`config.mk`:
```
export PLATFORM = sky130hd
export DESIGN_NAME = ccb_ctrl
export DESIGN_NICKNAME = d
export VERILOG_FILES = /design/src/coo_to_csr_builder_assert.svh /design/src/ccb_pkg.sv /design/src/ccb_ctrl.sv
export SDC_FILE = /design/constraint.sdc
export NUM_CORES = 1
export LEC_CHECK = 0
export BUFFER_PORTS_ARGS = -buffer_cell sky130_fd_sc_hd__clkbuf_2
export CORE_UTILIZATION = 57
export CTS_BUF_LIST = sky130_fd_sc_hd__clkbuf_2
export DETAILED_ROUTE_END_ITERATION = 10
export HOLD_SLACK_MARGIN = 0.12
export PLACE_DENSITY = 0.83
export SLEW_MARGIN = 20
export SYNTH_ARGS = -nofsm -noshare
export SYNTH_HDL_FRONTEND = slang
export SYNTH_SLANG_ARGS = --single-unit
export TNS_END_PERCENT = 1
```
`constraint.sdc`:
```
create_clock -name clk -period 3.2 [get_ports clk]
set_clock_uncertainty 0.05 [all_clocks]
set_input_delay 0.16 -clock clk [delete_from_list [all_inputs] [get_ports clk]]
set_output_delay 0.16 -clock clk [all_outputs]
set_load 0.005 [all_outputs]
```
`src/coo_to_csr_builder_assert.svh`:
```
// assertion macros for the csr builder
`ifndef COO_TO_CSR_BUILDER_ASSERT_SVH
`define COO_TO_CSR_BUILDER_ASSERT_SVH
// implication checked every clock, quiet in reset
`define CCB_ASSERT_IMP(label, a, c) \
  label: assert property (@(posedge clk) disable iff (rst) (a) |-> (c)) \
    else $error("assertion failed");
// implication checked in the next cycle
`define CCB_ASSERT_NEXT(label, a, c) \
  label: assert property (@(posedge clk) disable iff (rst) (a) |=> (c)) \
    else $error("assertion failed");
`endif

```
`src/ccb_pkg.sv`:
```
`timescale 1ns / 1ps
// ---------------------------------------------------------------------------
// ccb_pkg
// shared types and constants for the csr builder
// ---------------------------------------------------------------------------
package ccb_pkg;
  localparam int MaxVertices = 1024;
  localparam int MaxEdges    = 4096;
  localparam int ColDepth    = 2 * MaxEdges;
  localparam int VW = $clog2(MaxVertices);
  localparam int EW = $clog2(MaxEdges);
  localparam int CW = $clog2(ColDepth);

  localparam logic [1:0] ActAdd   = 2'd0;
  localparam logic [1:0] ActBuild = 2'd1;
  localparam logic [1:0] ActRow   = 2'd2;
  localparam logic [1:0] ActCol   = 2'd3;

  localparam logic [2:0] StOk       = 3'd0;
  localparam logic [2:0] StRange    = 3'd1;
  localparam logic [2:0] StFull     = 3'd2;
  localparam logic [2:0] StNotBuilt = 3'd3;
  localparam logic [2:0] StBadIndex = 3'd4;

  localparam logic [0:0] RegVertexCount = 1'd0;
  localparam logic [0:0] RegMirror      = 1'd1;

  // datapath operation selected by the controller
  typedef enum logic [3:0] {
    OpNone, OpClear, OpCount1, OpCount2, OpScanRd, OpScanWr,
    OpPlace1, OpPlace2, OpPlace3, OpPlace4, OpRead, OpAdd
  } op_t;

  typedef struct packed {
    op_t          op;
    logic         second;   // mirror half of a count or place
    logic [VW:0]  vidx;     // vertex sweep index
    logic [EW:0]  eidx;     // edge sweep index
  } cmd_t;

  typedef struct packed {
    logic [EW:0] edge_count;
    logic        rev;       // stored edge needs its reverse
    logic        skip;      // stored edge out of range
    logic        add_ok;    // add request passes its checks
    logic [VW:0] vc;
  } stat_t;
endpackage

```
`src/ccb_ctrl.sv`:
```
`timescale 1ns / 1ps
// ---------------------------------------------------------------------------
// ccb_ctrl
// request sequencer for add, build and read
// ---------------------------------------------------------------------------
module ccb_ctrl (
  input  logic           clk,
  input  logic           rst,
  input  logic           in_valid,
  output logic           in_ready,
  input  logic [1:0]     action,
  output logic           out_valid,
  input  logic           out_ready,
  input  logic           cfg_hit,
  input  ccb_pkg::stat_t stat,
  output ccb_pkg::cmd_t  cmd,
  output logic           built,
  output logic           capture
);
  import ccb_pkg::*;

  typedef enum logic [3:0] {
    Idle, Clr, Cnt0, Cnt1, Cnt2, Scan0, Scan1, Pl0, Pl1, Pl2, Pl3,
    Fin, Rd, Done
  } st_t;
  st_t st;
  logic [1:0] act;

  // build result reads row[vc]: vidx holds vc from the end of placement
  assign in_ready = (st == Idle) && !out_valid;

  // result register loads in the final cycle of a request
  assign capture = (st == Done);

  always_ff @(posedge clk) begin
    if (rst) begin
      st <= Idle; out_valid <= 1'b0; built <= 1'b0;
      cmd <= '{op: OpNone, second: 1'b0, vidx: '0, eidx: '0};
      act <= ActAdd;
    end else begin
      if (out_valid && out_ready) out_valid <= 1'b0;
      if (cfg_hit) built <= 1'b0;
      unique case (st)
        Idle: if (in_valid && in_ready) begin
          act <= action;
          if (action == ActBuild) begin
            st <= Clr; cmd.op <= OpClear; cmd.vidx <= '0;
          end else if (action == ActAdd) begin
            st <= Done; cmd.op <= OpAdd;
          end else begin
            st <= Rd; cmd.op <= OpRead;
          end
        end
        Clr: if (cmd.vidx == (VW+1)'(MaxVertices)) begin
          st <= Cnt0; cmd.op <= OpNone; cmd.eidx <= '0;
        end else cmd.vidx <= cmd.vidx + 1'b1;
        Cnt0: begin  // edge fetch pending
          cmd.second <= 1'b0;
          if (cmd.eidx >= stat.edge_count) begin
            st <= Scan0; cmd.op <= OpScanRd; cmd.vidx <= '0;
          end else begin
            st <= Cnt1; cmd.op <= OpNone;
          end
        end
        Cnt1: if (stat.skip) begin
          cmd.eidx <= cmd.eidx + 1'b1; st <= Cnt0;
        end else begin
          cmd.op <= OpCount1; st <= Cnt2;
        end
        Cnt2: begin
          if (cmd.op == OpCount1) cmd.op <= OpCount2;
          else if (!cmd.second && stat.rev) begin
            cmd.second <= 1'b1; cmd.op <= OpCount1;
          end else begin
            cmd.op <= OpNone; cmd.eidx <= cmd.eidx + 1'b1; st <= Cnt0;
          end
        end
        Scan0: begin  // read row[vidx] for running sum
          cmd.op <= OpNone; st <= Scan1;
        end
        Scan1: begin
          if (cmd.op == OpNone) cmd.op <= OpScanWr;
          else if (cmd.vidx == stat.vc) begin
            cmd.op <= OpNone; cmd.eidx <= '0; st <= Pl0;
          end else begin
            cmd.op <= OpNone; cmd.vidx <= cmd.vidx + 1'b1; st <= Scan0;
          end
        end
        Pl0: begin
          cmd.second <= 1'b0;
          if (cmd.eidx >= stat.edge_count) begin
            st <= Fin; cmd.vidx <= stat.vc;
          end else st <= Pl1;
        end
        Pl1: if (stat.skip) begin
          cmd.eidx <= cmd.eidx + 1'b1; st <= Pl0;
        end else begin
          cmd.op <= OpPlace2; st <= Pl2;
        end
        Pl2: begin cmd.op <= OpPlace3; st <= Pl3; end
        Pl3: begin
          if (!cmd.second && stat.rev) begin
            cmd.second <= 1'b1; cmd.op <= OpPlace2; st <= Pl2;
          end else begin
            cmd.op <= OpNone; cmd.eidx <= cmd.eidx + 1'b1; st <= Pl0;
          end
        end
        Fin: begin
          built <= 1'b1; st <= Done; cmd.op <= OpNone;
        end
        Rd: begin cmd.op <= OpNone; st <= Done; end
        Done: begin
          cmd.op <= OpNone;
          out_valid <= 1'b1; st <= Idle;
          // a stored edge invalidates the built table
          if (act == ActAdd && stat.add_ok) built <= 1'b0;
        end
        default: st <= Idle;
      endcase
    end
  end
endmodule

```
* After elaboration in Yosys (flattened, before gate mapping)
Cells that the tools add are included.
** Word-level totals
- Register bits after elaboration :: 37
- Input port bits :: 34
- Output and inout bits :: 33
- Word-level logic and storage cells :: 116
** Cells by class
- $add $sub $neg :: 2
- Order comparisons :: 1
- Eq/ne operators :: 31
- Mux-type cells :: 48
- Reductions and logical operators :: 26
** Operator list (count)
- 11-bit 2-to-1 mux :: 6
- 13-bit 2-to-1 mux :: 5
- 13-bit case mux with 5 select lines :: 1
- 11-bit case mux with 5 select lines :: 1
- 4-bit 2-to-1 mux :: 13
- 4-bit case mux with 12 select lines :: 1
- 4-bit case mux with 10 select lines :: 1
- 4-bit equality test (second input constant) :: 6
- 24-bit 2-to-1 mux :: 1
- 2-bit inequality test (second input constant) :: 11
- 4-bit by 3-bit equality test with 1-bit output (second input constant) :: 4
- 3-bit 2-to-1 mux :: 5
- 13-bit by 1-bit adder with 13-bit output (second input constant) :: 1
- 13-bit >= comparator :: 1
- 4-bit by 2-bit equality test with 1-bit output (second input constant) :: 3
- 11-bit by 1-bit adder with 11-bit output (second input constant) :: 1
- 11-bit equality test :: 1
- 11-bit equality test (second input constant) :: 1
- 5-bit AND reduction :: 2
- 10-bit nonzero test :: 1
- 5-bit nonzero test :: 2
- 4-bit zero test :: 2
- 1-bit 2-to-1 mux :: 8
- 2-bit 2-to-1 mux :: 4
- other kinds (15) :: 26

* Depth between registers and ports, before layout
- Depth after elaboration :: 5
- Mapped depth :: 9
- Mapped depth without buffers :: 8

* Worst setup path before layout
No wires, ideal clock.
- Kind :: register to register
- Start :: register cmd[3] (netlist name)
- End :: register st[2]
- Library setup time :: 0.135 ns
- Data arrival time :: 2.162 ns
- Data required time :: 3.015 ns
- Path slack :: 0.853 ns
- Cell stages (with the launch flop) :: 8
- Path buffers :: 0
- Period minus slack after synthesis :: 2.347 ns
- Cells stage by stage :: dfxtp_1 > ha_1 > a21oi_1 > a21boi_0 > o311a_1 > or3b_2 > a2111oi_0 > o22ai_1
** Between the ends
- Word-level cells in the longest chain between the ends :: 3
** RTL lines
- from (decl) :: RTL line ccb_ctrl.sv:16 : output ccb_pkg::cmd_t cmd,
- from (signal assigned) :: RTL line ccb_ctrl.sv:38 : cmd <= '{op: OpNone, second: 1'b0, vidx: '0, eidx: '0};
- 13-bit >= comparator :: RTL line ccb_ctrl.sv:59 : if (cmd.eidx >= stat.edge_count) begin
- 3-bit 2-to-1 mux :: RTL line ccb_ctrl.sv:59
- 4-bit case mux with 12 select lines :: RTL line ccb_ctrl.sv:43 : unique case (st)
- to (signal assigned) :: RTL line ccb_ctrl.sv:49 : st <= Done; cmd.op <= OpAdd;
- to (signal assigned) :: RTL line ccb_ctrl.sv:62 : st <= Cnt1; cmd.op <= OpNone;
- to (signal assigned) :: RTL line ccb_ctrl.sv:66 : cmd.eidx <= cmd.eidx + 1'b1; st <= Cnt0;
- to (decl) :: RTL line ccb_ctrl.sv:26 : st_t st;
Every way passes these cells.
A chain may end at the register's enable or synchronous reset.

* Final worst setup path
- Start :: register st[2]
- End :: register cmd[11] (netlist name)
** Between the ends
- Word-level cells in the longest chain between the ends :: 4
- Elaborated cells on any way between the ends :: 15
- Classes of those cells :: eq/ne: 11; mux: 1; reduce/logical: 3
** RTL lines
- from (signal assigned) :: RTL line ccb_ctrl.sv:49
- from (signal assigned) :: RTL line ccb_ctrl.sv:51 : st <= Rd; cmd.op <= OpRead;
- from (signal assigned) :: RTL line ccb_ctrl.sv:62
- 4-bit equality test or 4-bit by 2-bit equality test with 1-bit output (tied branches) :: RTL line ccb_ctrl.sv:43
- 2-bit OR reduction (no source line)
- 5-bit nonzero test (no source line) or 2-bit by 1-bit inequality test with 1-bit output (tied branches)
- 6-bit AND reduction (no source line)
Parallel ways exist; a longest one is shown, timed or not.

==> flow_summary_export.csv <==
group,metric,value,unit
timing,finalHoldViolCount,0,
placed_design,dp_hpwl,6140,um
timing,slew_viol_final,0,
yosys,synth_area_leader_cell,"dfxtp_1",
clock_tree,htree_levels,2,
floorplanning,core-area,5140,um^2
global_routing,grt_first_pass_wirelength,13600,um
hold_path,worstHoldPathType,"in2reg",
yosys,ys.warnings.count,0,
clock_tree,cts_root_buf,"clkbuf_2",
setup_path,cp-startpoint,"st[2]$_SDFFE_PP0P_",
yosys,synth_top_area_share,24.2,%
run_status,status,"finished, final reports clean",
global_routing,grt_pass1_vias,2960,
setup_path,r2r-start,"st[2]$_SDFFE_PP0P_",
timing,fmax,0.368,GHz
setup_path,cp_max_fo,21,
setup_path,cp_data_arrival_time,3.03,ns
yosys,ys_seq_area_share,24.2,%
timing,grt_setup_unrepaired,"no",
floorplanning,die_w,75.3,um
route,wirelength,8540,um
yosys,async_reset_ff_share,0,%
route,wire_per_inst,15.3,um
pwr,power.density,687,nW/um^2
yosys,post_synth_num_cell_types,68,
setup_path,end_kind,"flop",
yosys,syn_nets,462,
global_routing,grt_max_degree,38,
setup_path,slowest_delay,0.64,ns
timing,setup_violations,0,
timing,finalCritPeriodShare,84.9,%
yosys,ys_dominant_reg_cell,"dfxtp_1",
route,avgViaCountPerCell,6.13,
placed_design,place_congestion,1.07,
setup_path,r2r_slack,0.48,ns
setup_path,crit_slowest_cell,"or4_1",
cells_and_area,diodes,0,
setup_path,path_class,"reg2reg",
timing,finalSetupTns,0,ns
global_routing,track_usage,31.3,%
clock_tree,insertion_delay,0.42,ns
pwr,peakVddDrop,0.000509,V
clock_tree,clock_sinks,37,
route,drcViolationCount,0,
setup_path,r2r-end,"cmd[11]$_SDFFE_PP0P_",
cells_and_area,drive_gt1_share,20.7,%
yosys,synth_area,3060,um^2
clock_tree,post_cts_buffers,0,
pwr,p_leak,0.00148,uW
setup_path,start_kind,"flop",
clock_tree,clock_tree.buffer_depth,2,
clock_tree,cts_buffers,5,
yosys,syn_inst,412,
floorplanning,start_util,59.6,%
floorplanning,die_y,75.3,um
floorplanning,die_area,5670,um^2
setup_path,crit_chain,"nand2b_1 -> a2111oi_2 -> or3_1 -> o2111ai_2 -> or4_1 -> a21oi_1",
floorplanning,std_cell_rows,26,
timing,slew-limit-headroom,40.4,%
timing,fin_crit,2.72,ns
cells_and_area,area_growth,19.5,%
placed_design,portBuffers,66,
yosys,synth.avg_cell_area,7.44,um^2
timing,worstMarginPinSlew,0.891,ns
setup_path,endpoint,"cmd[11]$_SDFFE_PP0P_",
route,via_count,3420,
global_routing,antenna_found_initial,0,
floorplanning,pin_count,67,
global_routing,grt-ovfl-total,0,
cells_and_area,fin_util,71.2,%
yosys,synth_enable_flop_cells,0,
setup_path,required,3.51,ns
route,drt_iter0_markers,376,
route,ant_nets,0,
route,drt_first_pass_iters,5,
clock_tree,path_clk_slew,0.21,ns
yosys,synth_area_leaders,"dfxtp_1 (24%), a21oi_1 (6.7%), ha_1 (6.5%)",
yosys,synth-seq-cells,37,
flow_run,drv_cap,0,
setup_path,worstRegToRegCells,6,
cells_and_area,nets,537,
clock_tree,cts_tree,"done",
cell type report:
cell class	instances	area, um^2
Timing Repair Buffer	93	576
Inverter	26	97.6
Clock buffer	5	25.0
Fill cell	436	1480
Clock inverter	3	46.3
Multi-Input combinational cell	324	2090
Sequential cell	37	741
Tap cell	70	87.6
state kept, by name, indices dropped and copies added, names as in the netlist:
register   count
built          1
cmd           29
act            2
st             4
out_valid      1
cells by family after synthesis:
logic type / synth area share, %
AOI/OAI and AO/OA: 26.5
xor gates and xnor gates: 4.29
adders and majority gates: 6.53
buffers and inverters: 7.68
DFF: 24.2
muxes: 0.980
and+or+nand+nor: 29.8
placed cells by master (no fill, tap or decap), types with 4 or more instances in the layout:
master          n
clkbuf_2       71
a21oi_1        41
nor2_1         37
dfxtp_1        37
nand2_1        32
inv_1          23
nor3_1         23
o21ai_0        22
nand3_1        21
dlygate4sd3_1  17
ha_1           16
xnor2_1        15
buf_4          10
nor2b_1         8
a211oi_1        7
o2bb2ai_1       7
nand2b_1        6
nand4_1         5
o211ai_1        5
a22oi_1         5
and3_1          4
o22ai_1         4
or4_1           4
per-layer routing:
metal	GRT usage, %	vias up	wire [um]
met3	6.08	28	664
met1	40.3	1549	3710
met5	0	-	0
met2	51.6	168	3950
met4	12.6	0	218
li1	-	1675	-
worst min-delay path by stage:
stage / from / to / slack [ns] / cells past startpoint
2_1_floorplan: action[0] / act[0]$_SDFFE_PP0P_ / 0.25 / 2
3_3_place_gp: action[0] / act[0]$_SDFFE_PP0P_ / 0.37 / 3
3_5_place_dp: action[0] / act[0]$_SDFFE_PP0P_ / 0.40 / 3
4_1_cts: rst / cmd[23]$_SDFFE_PP0P_ / 0.13 / 3
5_1_grt: rst / cmd[19]$_SDFFE_PP0P_ / 0.16 / 3
6_report: rst / cmd[19]$_SDFFE_PP0P_ / 0.17 / 3
cell usage after synthesis (5+ instances only):
master and count:
a21oi_1 41, dfxtp_1 37, nor2_1 37, nand2_1 32, inv_1 23, nor3_1 23
o21ai_0 22, nand3_1 21, ha_1 16, xnor2_1 15, clkbuf_1 13, nor2b_1 8
a211oi_1 7, o2bb2ai_1 7, nand2b_1 6, a22oi_1 5, buf_2 5, nand4_1 5
o211ai_1 5
timing repair:
item                      in CTS  in global routing
hold buffers                  17                  0
gates resized for setup        0                  0
hold endpoints to repair      17                  0
report_power, final:
part	internal [uW]	switching [uW]
sequential	553	162
clock	133	179
combinational	603	884
total	1290	1230
worst max-delay path, delay by kind of cell (launching register included):
family,cells,cell delay [ns]
compound gates,3,1.01
flops,1,0.47
simple gates,3,1.13
per-stage QoR:
step	hold slack [ns]	power, uW	instances	area, um^2	setup WS [ns]
floorplan	0.254	1780	412	3060	0.853
global placement	0.375	2140	533	3420	0.594
detailed placement	0.395	2150	533	3420	0.610
CTS	0.131	2480	558	3660	0.538
global route	0.161	2700	558	3660	0.337
finish	0.174	2510	558	3660	0.482
(Power assumes the default switching activity.)
